### config.mk
export PLATFORM = sky130hd
export DESIGN_NAME = gradient_row_span_generator
export DESIGN_NICKNAME = d
export VERILOG_FILES = /design/src/hw/rtl/grsg_pkg.sv /design/src/hw/rtl/gradient_row_span_generator.sv /design/src/hw/rtl/grsg_clip.sv /design/src/hw/rtl/grsg_mul.sv /design/src/hw/rtl/grsg_div_step.sv /design/src/hw/rtl/grsg_out.sv
export SDC_FILE = /design/constraint.sdc
export NUM_CORES = 2
export LEC_CHECK = 0
export BUFFER_PORTS_ARGS = -buffer_cell sky130_fd_sc_hd__buf_2
export CAP_MARGIN = 20
export CORE_ASPECT_RATIO = 0.9
export CORE_MARGIN = 2
export CORE_UTILIZATION = 30
export DETAILED_ROUTE_END_ITERATION = 16
export SETUP_SLACK_MARGIN = 0.02
export SLEW_MARGIN = 0
export SYNTH_ARGS = -nofsm -noshare
export SYNTH_HDL_FRONTEND = slang
export SYNTH_SLANG_ARGS = --single-unit
### constraint.sdc
create_clock -name clk_i -period 10.43 [get_ports clk_i]
set_input_delay 0.5215 -clock clk_i [delete_from_list [all_inputs] [get_ports clk_i]]
set_output_delay 0.5215 -clock clk_i [all_outputs]
set_load 0.05 [all_outputs]
### src/hw/rtl/grsg_pkg.sv
// Shared types and constants for the gradient row span generator.
// Used by every module of the block except the port-level checker grsg_chk; depends on nothing.
package grsg_pkg;

  localparam int unsigned DimWidth     = 14;
  localparam int unsigned CoordWidth   = 16;
  localparam int unsigned RowWidth     = 15;
  localparam int unsigned ColorWidth   = 24;
  localparam int unsigned AddrWidth    = 26;
  localparam int unsigned NumChannels  = 3;
  localparam int unsigned ChanWidth    = 8;
  localparam int unsigned QuoWidth     = 8;
  localparam int unsigned NumWidth     = ChanWidth + RowWidth;
  localparam int unsigned RemWidth     = NumWidth + 1;
  localparam int unsigned InDataWidth  = 128;
  localparam int unsigned OutDataWidth = 64;
  localparam int unsigned CfgIdxWidth  = 2;

  localparam logic [DimWidth-1:0] FbWidthRst    = 14'd640;
  localparam logic [DimWidth-1:0] FbHeightRst   = 14'd480;
  localparam logic [DimWidth-1:0] LineStrideRst = 14'd640;

  typedef enum logic [CfgIdxWidth-1:0] {
    CfgFbWidth    = 2'd0,
    CfgFbHeight   = 2'd1,
    CfgLineStride = 2'd2
  } cfg_reg_e;

  typedef struct packed {
    logic [DimWidth-1:0] fb_width;
    logic [DimWidth-1:0] fb_height;
    logic [DimWidth-1:0] line_stride;
  } cfg_t;

  typedef struct packed {
    logic [CoordWidth-1:0] rect_x;
    logic [CoordWidth-1:0] rect_y;
    logic [CoordWidth-1:0] rect_width;
    logic [CoordWidth-1:0] rect_height;
    logic [ColorWidth-1:0] top_color;
    logic [ColorWidth-1:0] bottom_color;
    logic [RowWidth-1:0]   row_index;
  } rect_t;

  typedef struct packed {
    logic                  ok;
    logic [DimWidth-1:0]   py;
    logic [DimWidth-1:0]   x0;
    logic [DimWidth-1:0]   len;
    logic [RowWidth-1:0]   dvs;
    logic [RowWidth-1:0]   row;
    logic [ColorWidth-1:0] top_color;
    logic [ColorWidth-1:0] bottom_color;
  } clip_t;

  typedef struct packed {
    logic                                  ok;
    logic [AddrWidth-1:0]                  addr;
    logic [DimWidth-1:0]                   len;
    logic [ColorWidth-1:0]                 top_color;
    logic [NumChannels-1:0]                neg;
    logic [RowWidth-1:0]                   dvs;
    logic [NumChannels-1:0][NumWidth-1:0]  rem;
    logic [NumChannels-1:0][QuoWidth-1:0]  quo;
  } div_t;

  typedef struct packed {
    logic [ColorWidth-1:0] row_color;
    logic [DimWidth-1:0]   span_length;
    logic [AddrWidth-1:0]  start_address;
    logic                  span_valid;
  } span_t;

endpackage

### src/hw/rtl/gradient_row_span_generator.sv
// Channel    | Dir | Handshake                    | Payload
// s_axis     | in  | s_axis_tvalid / s_axis_tready | rectangle, colors, row index
// m_axis     | out | m_axis_tvalid / m_axis_tready | span address, length, color
// cfg        | in  | cfg_we_i                      | fb_width, fb_height, line_stride
//
// One transaction per cycle is accepted and delivered when the output is not stalled.
// Pipeline registers in order: input register, clip, multiply, eight divider stages, output.
// The eight restoring-divider stages, one quotient bit each, set the pipeline depth.
// Reset clears every stage valid bit and loads the default framebuffer geometry.
// A stall at the output fills empty stages first, so gaps in the pipe are absorbed.
// Top level of the gradient row span generator; depends on grsg_pkg and the grsg_* stages.
module gradient_row_span_generator #(
  parameter int unsigned FbMaxDim = 8192
) (
  input  logic                                  clk_i,
  input  logic                                  rst_ni,
  // tdata: rect_x[15:0], rect_y[31:16], rect_width[47:32], rect_height[63:48],
  //        top_color[87:64], bottom_color[111:88], row_index[126:112], zero pad.
  input  logic                                  s_axis_tvalid,
  output logic                                  s_axis_tready,
  input  logic [grsg_pkg::InDataWidth-1:0]      s_axis_tdata,
  // tdata: start_address[25:0], span_length[39:26], row_color[63:40].
  // tuser: span_valid[0].
  output logic                                  m_axis_tvalid,
  input  logic                                  m_axis_tready,
  output logic [grsg_pkg::OutDataWidth-1:0]     m_axis_tdata,
  output logic                                  m_axis_tuser,
  input  logic                                  cfg_we_i,
  input  logic [grsg_pkg::CfgIdxWidth-1:0]      cfg_idx_i,
  input  logic [grsg_pkg::DimWidth-1:0]         cfg_wdata_i
);
  import grsg_pkg::*;

  cfg_t                cfg_d, cfg_q;
  logic [DimWidth-1:0] wdata_sat;
  rect_t               in_data;

  logic   clip_valid, clip_ready;
  clip_t  clip_data;

  logic [QuoWidth:0] div_valid;
  logic [QuoWidth:0] div_ready;
  div_t              div_data [QuoWidth+1];

  span_t  span_data;

  assign wdata_sat = ({1'b0, cfg_wdata_i} > (DimWidth+1)'(FbMaxDim))
                   ? DimWidth'(FbMaxDim) : cfg_wdata_i;

  always_comb begin
    cfg_d = cfg_q;
    unique case (cfg_reg_e'(cfg_idx_i))
      CfgFbWidth:    cfg_d.fb_width    = wdata_sat;
      CfgFbHeight:   cfg_d.fb_height   = wdata_sat;
      CfgLineStride: cfg_d.line_stride = wdata_sat;
      default: ;
    endcase
  end

  always_ff @(posedge clk_i or negedge rst_ni) begin
    if (!rst_ni) begin
      cfg_q.fb_width    <= FbWidthRst;
      cfg_q.fb_height   <= FbHeightRst;
      cfg_q.line_stride <= LineStrideRst;
    end else if (cfg_we_i) begin
      cfg_q <= cfg_d;
    end
  end

  assign in_data.rect_x       = s_axis_tdata[15:0];
  assign in_data.rect_y       = s_axis_tdata[31:16];
  assign in_data.rect_width   = s_axis_tdata[47:32];
  assign in_data.rect_height  = s_axis_tdata[63:48];
  assign in_data.top_color    = s_axis_tdata[87:64];
  assign in_data.bottom_color = s_axis_tdata[111:88];
  assign in_data.row_index    = s_axis_tdata[126:112];

  grsg_clip u_clip (
    .clk_i   (clk_i),
    .rst_ni  (rst_ni),
    .cfg_i   (cfg_q),
    .valid_i (s_axis_tvalid),
    .ready_o (s_axis_tready),
    .data_i  (in_data),
    .valid_o (clip_valid),
    .ready_i (clip_ready),
    .data_o  (clip_data)
  );

  grsg_mul u_mul (
    .clk_i   (clk_i),
    .rst_ni  (rst_ni),
    .cfg_i   (cfg_q),
    .valid_i (clip_valid),
    .ready_o (clip_ready),
    .data_i  (clip_data),
    .valid_o (div_valid[0]),
    .ready_i (div_ready[0]),
    .data_o  (div_data[0])
  );

  for (genvar g = 0; g < QuoWidth; g++) begin : gen_div
    grsg_div_step #(
      .Bit (QuoWidth - 1 - g)
    ) u_div_step (
      .clk_i   (clk_i),
      .rst_ni  (rst_ni),
      .valid_i (div_valid[g]),
      .ready_o (div_ready[g]),
      .data_i  (div_data[g]),
      .valid_o (div_valid[g+1]),
      .ready_i (div_ready[g+1]),
      .data_o  (div_data[g+1])
    );
  end

  grsg_out u_out (
    .clk_i   (clk_i),
    .rst_ni  (rst_ni),
    .valid_i (div_valid[QuoWidth]),
    .ready_o (div_ready[QuoWidth]),
    .data_i  (div_data[QuoWidth]),
    .valid_o (m_axis_tvalid),
    .ready_i (m_axis_tready),
    .data_o  (span_data)
  );

  assign m_axis_tdata = {span_data.row_color, span_data.span_length, span_data.start_address};
  assign m_axis_tuser = span_data.span_valid;

endmodule

### src/hw/rtl/grsg_clip.sv
// Input register and clipping stage of the gradient row span generator.
// Depends on grsg_pkg for the configuration, input and clip types.
module grsg_clip (
  input  logic           clk_i,
  input  logic           rst_ni,
  input  grsg_pkg::cfg_t  cfg_i,
  input  logic           valid_i,
  output logic           ready_o,
  input  grsg_pkg::rect_t data_i,
  output logic           valid_o,
  input  logic           ready_i,
  output grsg_pkg::clip_t data_o
);
  import grsg_pkg::*;

  logic    in_valid_q;
  rect_t   in_q;
  logic    clip_valid_q;
  clip_t   clip_d, clip_q;
  logic    clip_ready;

  logic [CoordWidth:0]   py_s;
  logic [CoordWidth:0]   xe_s;
  logic [DimWidth-1:0]   x0;
  logic [DimWidth-1:0]   x1;
  logic                  ok_h;
  logic                  ok_y;
  logic                  ok_x;

  assign clip_ready = !clip_valid_q || ready_i;
  assign ready_o    = !in_valid_q || clip_ready;

  always_comb begin
    py_s = {in_q.rect_y[CoordWidth-1], in_q.rect_y} + {2'b00, in_q.row_index};
    xe_s = {in_q.rect_x[CoordWidth-1], in_q.rect_x}
         + {in_q.rect_width[CoordWidth-1], in_q.rect_width};

    ok_h = !in_q.rect_height[CoordWidth-1] && (in_q.rect_height != '0)
        && ({1'b0, in_q.row_index} < in_q.rect_height);
    ok_y = !py_s[CoordWidth]
        && (py_s[CoordWidth-1:0] < {2'b00, cfg_i.fb_height});

    if (in_q.rect_x[CoordWidth-1]) begin
      x0 = '0;
    end else if (in_q.rect_x > {2'b00, cfg_i.fb_width}) begin
      x0 = cfg_i.fb_width;
    end else begin
      x0 = in_q.rect_x[DimWidth-1:0];
    end

    if (xe_s[CoordWidth]) begin
      x1 = '0;
    end else if (xe_s[CoordWidth-1:0] > {2'b00, cfg_i.fb_width}) begin
      x1 = cfg_i.fb_width;
    end else begin
      x1 = xe_s[DimWidth-1:0];
    end

    ok_x = x1 > x0;

    clip_d.ok  = ok_h && ok_y && ok_x;
    clip_d.py  = py_s[DimWidth-1:0];
    clip_d.x0  = x0;
    clip_d.len = x1 - x0;
    if (!in_q.rect_height[CoordWidth-1] && (in_q.rect_height[RowWidth-1:0] > 15'd1)) begin
      clip_d.dvs = in_q.rect_height[RowWidth-1:0] - 15'd1;
    end else begin
      clip_d.dvs = 15'd1;
    end
    clip_d.row          = in_q.row_index;
    clip_d.top_color    = in_q.top_color;
    clip_d.bottom_color = in_q.bottom_color;
  end

  always_ff @(posedge clk_i or negedge rst_ni) begin
    if (!rst_ni) begin
      in_valid_q   <= 1'b0;
      clip_valid_q <= 1'b0;
    end else begin
      if (ready_o) begin
        in_valid_q <= valid_i;
      end
      if (clip_ready) begin
        clip_valid_q <= in_valid_q;
      end
    end
  end

  always_ff @(posedge clk_i) begin
    if (ready_o && valid_i) begin
      in_q <= data_i;
    end
    if (clip_ready && in_valid_q) begin
      clip_q <= clip_d;
    end
  end

  assign valid_o = clip_valid_q;
  assign data_o  = clip_q;

endmodule

### src/hw/rtl/grsg_mul.sv
// Multiply stage: scanline address and the per-channel dividend of the blend.
// Depends on grsg_pkg for the configuration, clip and divider types.
module grsg_mul (
  input  logic           clk_i,
  input  logic           rst_ni,
  input  grsg_pkg::cfg_t  cfg_i,
  input  logic           valid_i,
  output logic           ready_o,
  input  grsg_pkg::clip_t data_i,
  output logic           valid_o,
  input  logic           ready_i,
  output grsg_pkg::div_t  data_o
);
  import grsg_pkg::*;

  logic  valid_q;
  div_t  div_d, div_q;

  logic [2*DimWidth-1:0]                 prod;
  logic [2*DimWidth-1:0]                 sum;
  logic [NumChannels-1:0][ChanWidth-1:0] c0;
  logic [NumChannels-1:0][ChanWidth-1:0] c1;
  logic [NumChannels-1:0][ChanWidth-1:0] mag;

  assign ready_o = !valid_q || ready_i;

  always_comb begin
    prod = (2*DimWidth)'(data_i.py) * (2*DimWidth)'(cfg_i.line_stride);
    sum  = prod + {{DimWidth{1'b0}}, data_i.x0};

    div_d.ok        = data_i.ok;
    div_d.addr      = sum[AddrWidth-1:0];
    div_d.len       = data_i.len;
    div_d.top_color = data_i.top_color;
    div_d.dvs       = data_i.dvs;
    div_d.quo       = '0;
    for (int ch = 0; ch < NumChannels; ch++) begin
      c0[ch]          = data_i.top_color[ch*ChanWidth +: ChanWidth];
      c1[ch]          = data_i.bottom_color[ch*ChanWidth +: ChanWidth];
      div_d.neg[ch]   = c1[ch] < c0[ch];
      mag[ch]         = div_d.neg[ch] ? (c0[ch] - c1[ch]) : (c1[ch] - c0[ch]);
      div_d.rem[ch]   = NumWidth'(mag[ch]) * NumWidth'(data_i.row);
    end
  end

  always_ff @(posedge clk_i or negedge rst_ni) begin
    if (!rst_ni) begin
      valid_q <= 1'b0;
    end else if (ready_o) begin
      valid_q <= valid_i;
    end
  end

  always_ff @(posedge clk_i) begin
    if (ready_o && valid_i) begin
      div_q <= div_d;
    end
  end

  assign valid_o = valid_q;
  assign data_o  = div_q;

endmodule

### src/hw/rtl/grsg_div_step.sv
// One restoring-division stage: settles one quotient bit for all three channels.
// Depends on grsg_pkg for the divider payload type.
module grsg_div_step #(
  parameter int unsigned Bit = 0
) (
  input  logic          clk_i,
  input  logic          rst_ni,
  input  logic          valid_i,
  output logic          ready_o,
  input  grsg_pkg::div_t data_i,
  output logic          valid_o,
  input  logic          ready_i,
  output grsg_pkg::div_t data_o
);
  import grsg_pkg::*;

  logic  valid_q;
  div_t  div_d, div_q;

  logic [RemWidth-1:0]                   shifted;
  logic [NumChannels-1:0][RemWidth-1:0]  trial;

  assign ready_o = !valid_q || ready_i;

  always_comb begin
    div_d   = data_i;
    shifted = RemWidth'(data_i.dvs) << Bit;
    for (int ch = 0; ch < NumChannels; ch++) begin
      trial[ch] = {1'b0, data_i.rem[ch]} - shifted;
      if (!trial[ch][RemWidth-1]) begin
        div_d.rem[ch]      = trial[ch][NumWidth-1:0];
        div_d.quo[ch][Bit] = 1'b1;
      end
    end
  end

  always_ff @(posedge clk_i or negedge rst_ni) begin
    if (!rst_ni) begin
      valid_q <= 1'b0;
    end else if (ready_o) begin
      valid_q <= valid_i;
    end
  end

  always_ff @(posedge clk_i) begin
    if (ready_o && valid_i) begin
      div_q <= div_d;
    end
  end

  assign valid_o = valid_q;
  assign data_o  = div_q;

endmodule

### src/hw/rtl/grsg_out.sv
// Output stage: applies the signed quotient to the top color and forms the span.
// Depends on grsg_pkg for the divider payload and span types.
module grsg_out (
  input  logic           clk_i,
  input  logic           rst_ni,
  input  logic           valid_i,
  output logic           ready_o,
  input  grsg_pkg::div_t  data_i,
  output logic           valid_o,
  input  logic           ready_i,
  output grsg_pkg::span_t data_o
);
  import grsg_pkg::*;

  logic   valid_q;
  span_t  span_d, span_q;

  logic [NumChannels-1:0][ChanWidth-1:0] c0;
  logic [NumChannels-1:0][ChanWidth-1:0] col;

  assign ready_o = !valid_q || ready_i;

  always_comb begin
    for (int ch = 0; ch < NumChannels; ch++) begin
      c0[ch]  = data_i.top_color[ch*ChanWidth +: ChanWidth];
      col[ch] = data_i.neg[ch] ? (c0[ch] - data_i.quo[ch]) : (c0[ch] + data_i.quo[ch]);
    end
    if (data_i.ok) begin
      span_d.span_valid    = 1'b1;
      span_d.start_address = data_i.addr;
      span_d.span_length   = data_i.len;
      span_d.row_color     = col;
    end else begin
      span_d = '0;
    end
  end

  always_ff @(posedge clk_i or negedge rst_ni) begin
    if (!rst_ni) begin
      valid_q <= 1'b0;
    end else if (ready_o) begin
      valid_q <= valid_i;
    end
  end

  always_ff @(posedge clk_i) begin
    if (ready_o && valid_i) begin
      span_q <= span_d;
    end
  end

  assign valid_o = valid_q;
  assign data_o  = span_q;

endmodule

==> flow_summary.toml <==
[critical_path]
max_stage_delay_ps = 800
r2r_setup_slack_ps = 1850
critPathSlowestCell = "nor2_1"
worst_r2r_endpoint = "u_mul.data_o[46]"
crit_type = "flop to flop"
reg2reg_depth = 29
startpoint_type = "flop"
worstReg2RegStart = "u_clip.data_o[29]"
cp-end-kind = "flop"
crit_top_cell = "fa_1"
critPathMaxFanout = 31
arrival_ps = 9120
required_ps = 10970

[clock_tree]
clkLatencyLatePin_ps = 880
clk_pin_slew_worst_paths_ps = 60
clockBufferDepth = 4
cts_setup_buffers = 0
cts.htree.levels = 4
cts.sinks = 1759
cts_tree = "yes"
numCtsBuffers = 192
root_buffer = "clkbuf_16"

[sta]
period_share = 0.822
relSlewSlack = 0.233
rsz0062_at_grt = "false"
finalHoldViolations = 0
drv_slew = 0
min_period_ps = 8580
finalSetupTns_ps = 0
finalClockSkew_ps = 92.4
tightest_slew_ps = 1150
max_freq_mhz = 117
holdWs_ps = 94.5
setup_viol = 0

[power]
vdd_drop_max_v = 0.000245
power.switching_w = 0.0141
switching_share = 0.388
cell_internal_pwr_w = 0.0222
p_comb_frac = 0.475
power.total_w = 0.0363
p_leak_nw = 44.7
power_density_nw_per_um2 = 322
pwr-share-seq = 0.344
p_clk_frac = 0.182

[grt]
grt_max_degree = 131
track_usage = 0.131
antenna_found_initial = 13
gr-total-overflow = 0
grt_pass1_wl_um = 350000
first_global_vias = 63456

[synthesis]
syn_avg_cell_area_um2 = 12.4
synth_edf_count = 1705
syn_inst = 8011
synth_seq_cells = 1759
synth_fp_nets = 9321
syn_area_um2 = 99000
ys_seq_area_frac = 0.531
ys.flop_type = "edfxtp_1"
yosysWarnings = 0
ys_types = 99
synthArstFlopShare = 0.0307

[die]
die-area_um2 = 335000
pin_count = 216
start_util = 0.301
fp.dieH_um = 549
rows = 200
core-area_um2 = 329000
die_width_um = 609

[place]
place_congestion = 0.868
numPortBuffers = 214
place_hpwl_um = 167000
place_inst = 12453

[worst_hold_path]
min_path_type = "primary input to flop"
min_delay_path_depth = 3
worstHoldStart = "cfg_wdata_i[8]"
holdPathEnd = "cfg_q[22]"

[finish]
fill_cells = 31792
syn_to_final_growth_pct = 13.9
drive_above_1_share = 0.0906
nNetsFinal = 9746
stdcell_count = 12927

[detailed_routing]
viasPerCell = 4.66
drtAntennaViolNets = 0
drt-wirelength-per-cell_um = 17.0
via_count = 60261
drtIter0Drc = 3709
dr.pass1.iters = 8
finalWirelength_um = 220000
drc = 0

[job]
maxCapViolations = 0

[run_status]
status = "completed"
## how the worst max path moves through the flow
| stage | from | endpoint | slack, ps | cells past startpoint |
|---|---|---|---|---|
| finish | u_clip.data_o[29] | u_mul.data_o[46] | 1850 | 29 |
| global route | u_clip.data_o[30] | u_mul.data_o[46] | 1160 | 28 |
| CTS | u_clip.data_o[30] | u_mul.data_o[46] | 1880 | 28 |
| detailed placement | u_clip.data_o[30] | u_mul.data_o[46] | 1950 | 28 |
| global placement | u_clip.data_o[29] | u_mul.data_o[46] | 1900 | 29 |
| floorplan | u_out.valid_o | gen_div[4].u_div_step.data_o[100] | 1360 | 4 |
## layer usage
layer / part of all wire / vias up / wire (um) / track usage
met5: 0 / - / 0 / 0
met4: 0.037 / 0 / 8230 / 0.0496
met3: 0.040 / 368 / 8870 / 0.0179
met2: 0.47 / 1261 / 103000 / 0.221
met1: 0.46 / 29458 / 101000 / 0.173
li1: - / 29174 / - / -
## kinds of logic after synthesis
| logic type | count (synthesis) | synth area share |
|---|---|---|
| mux | 176 | 0.0192 |
| fa+ha+maj | 1161 | 0.179 |
| xor+xnor | 413 | 0.0365 |
| compound gates | 1389 | 0.0897 |
| simple gates | 2077 | 0.105 |
| flops | 1759 | 0.531 |
| buf+inv | 1036 | 0.0399 |
## what timing repair did
item / 4_1_cts / 5_1_grt
resized for setup: 0 / 0
setup endpoints to repair: 0 / 0
hold buffers: 130 / 0
hold endpoints to repair: 175 / 0
## through the flow
stage          utilization  setup WS, ps  instance area (um^2)
2_1_floorplan            -          1360                 99000
3_3_place_gp         0.320          1900                105000
4_1_cts              0.343          1880                113000
5_1_grt              0.343          1160                113000
6_report             0.343          1850                113000
3_5_place_dp         0.320          1950                105000
## cell usage in the layout (no fill, tap or decap), types with 68 or more instances in the layout
| master | n |
|---|---|
| nand3_1 | 77 |
| nand2_1 | 557 |
| inv_1 | 853 |
| ha_1 | 740 |
| o21ai_0 | 356 |
| xor2_1 | 141 |
| o21a_1 | 98 |
| clkbuf_16 | 194 |
| nor3_1 | 121 |
| and2_1 | 351 |
| buf_2 | 214 |
| xnor2_1 | 269 |
| a21oi_1 | 374 |
| nor2_1 | 441 |
| nor2b_1 | 179 |
| mux2i_1 | 68 |
| fa_1 | 421 |
| mux2_2 | 101 |
| edfxtp_1 | 1705 |
| dlygate4sd3_1 | 130 |
| nand2b_1 | 117 |
| a21o_1 | 116 |
## critical path, delay by kind of cell (launching register included)
| family | cells | cell delay [ps] |
|---|---|---|
| compound gates | 12 | 2820 |
| fa+ha+maj | 6 | 2820 |
| simple gates | 4 | 1170 |
| buf+inv | 5 | 590 |
| mux | 1 | 360 |
| xor+xnor | 1 | 80 |
| flops | 1 | 420 |
## power groups by stage
| stage | combinational [W] | sequential (W) | clock [W] |
|---|---|---|---|
| after floorplan | 0.0129 | 0.0123 | 0 |
| after global placement | 0.0167 | 0.0126 | 0 |
| after detailed placement | 0.0171 | 0.0126 | 0 |
| after CTS | 0.0173 | 0.0125 | 0.00679 |
| after global routing | 0.0195 | 0.0127 | 0.00705 |
| final | 0.0172 | 0.0125 | 0.00658 |
## synth_stat cells, types with 77 or more instances
cell | n | share of area
mux2_2 | 101 | 0.011
inv_1 | 853 | 0.032
xor2_1 | 141 | 0.012
nor2_1 | 441 | 0.017
a21oi_1 | 375 | 0.019
nor3_1 | 122 | 0.0062
o21a_1 | 98 | 0.0074
nand2_1 | 557 | 0.021
fa_1 | 421 | 0.085
and2_1 | 360 | 0.023
edfxtp_1 | 1705 | 0.52
nand3_1 | 77 | 0.0039
nor2b_1 | 182 | 0.012
clkbuf_1 | 146 | 0.0055
a21o_1 | 116 | 0.0088
ha_1 | 740 | 0.094
xnor2_1 | 272 | 0.024
nand2b_1 | 117 | 0.0074
o21ai_0 | 356 | 0.018
## sequential cells by signal (all words and copies together) (netlist names)
register / count
u_clip.valid_o: 1
u_clip.in_q: 64
u_clip.data_o: 121
u_out.valid_o: 1
u_mul.data_o: 152
u_clip.in_valid_q: 1
gen_div.u_div_step.valid_o: 8
u_clip.clip_d: 63
cfg_q: 42
u_out.data_o: 65
gen_div.u_div_step.data_o: 1240
u_mul.valid_o: 1
## cell type report
cell class | instances | area, um^2 | area share
sequential | 1759 | 52600 | 0.466
multi-input combinational | 5216 | 42600 | 0.377
tap | 4343 | 5430 | 0.0482
clock buffer | 224 | 4970 | 0.0441
inverter | 855 | 3210 | 0.0285
timing repair buffer | 412 | 2920 | 0.0259
clock inverter | 117 | 1100 | 0.00979
antenna | 1 | 2.50 | 0.0000222
Note: power is estimated with default switching activity, not from simulation.
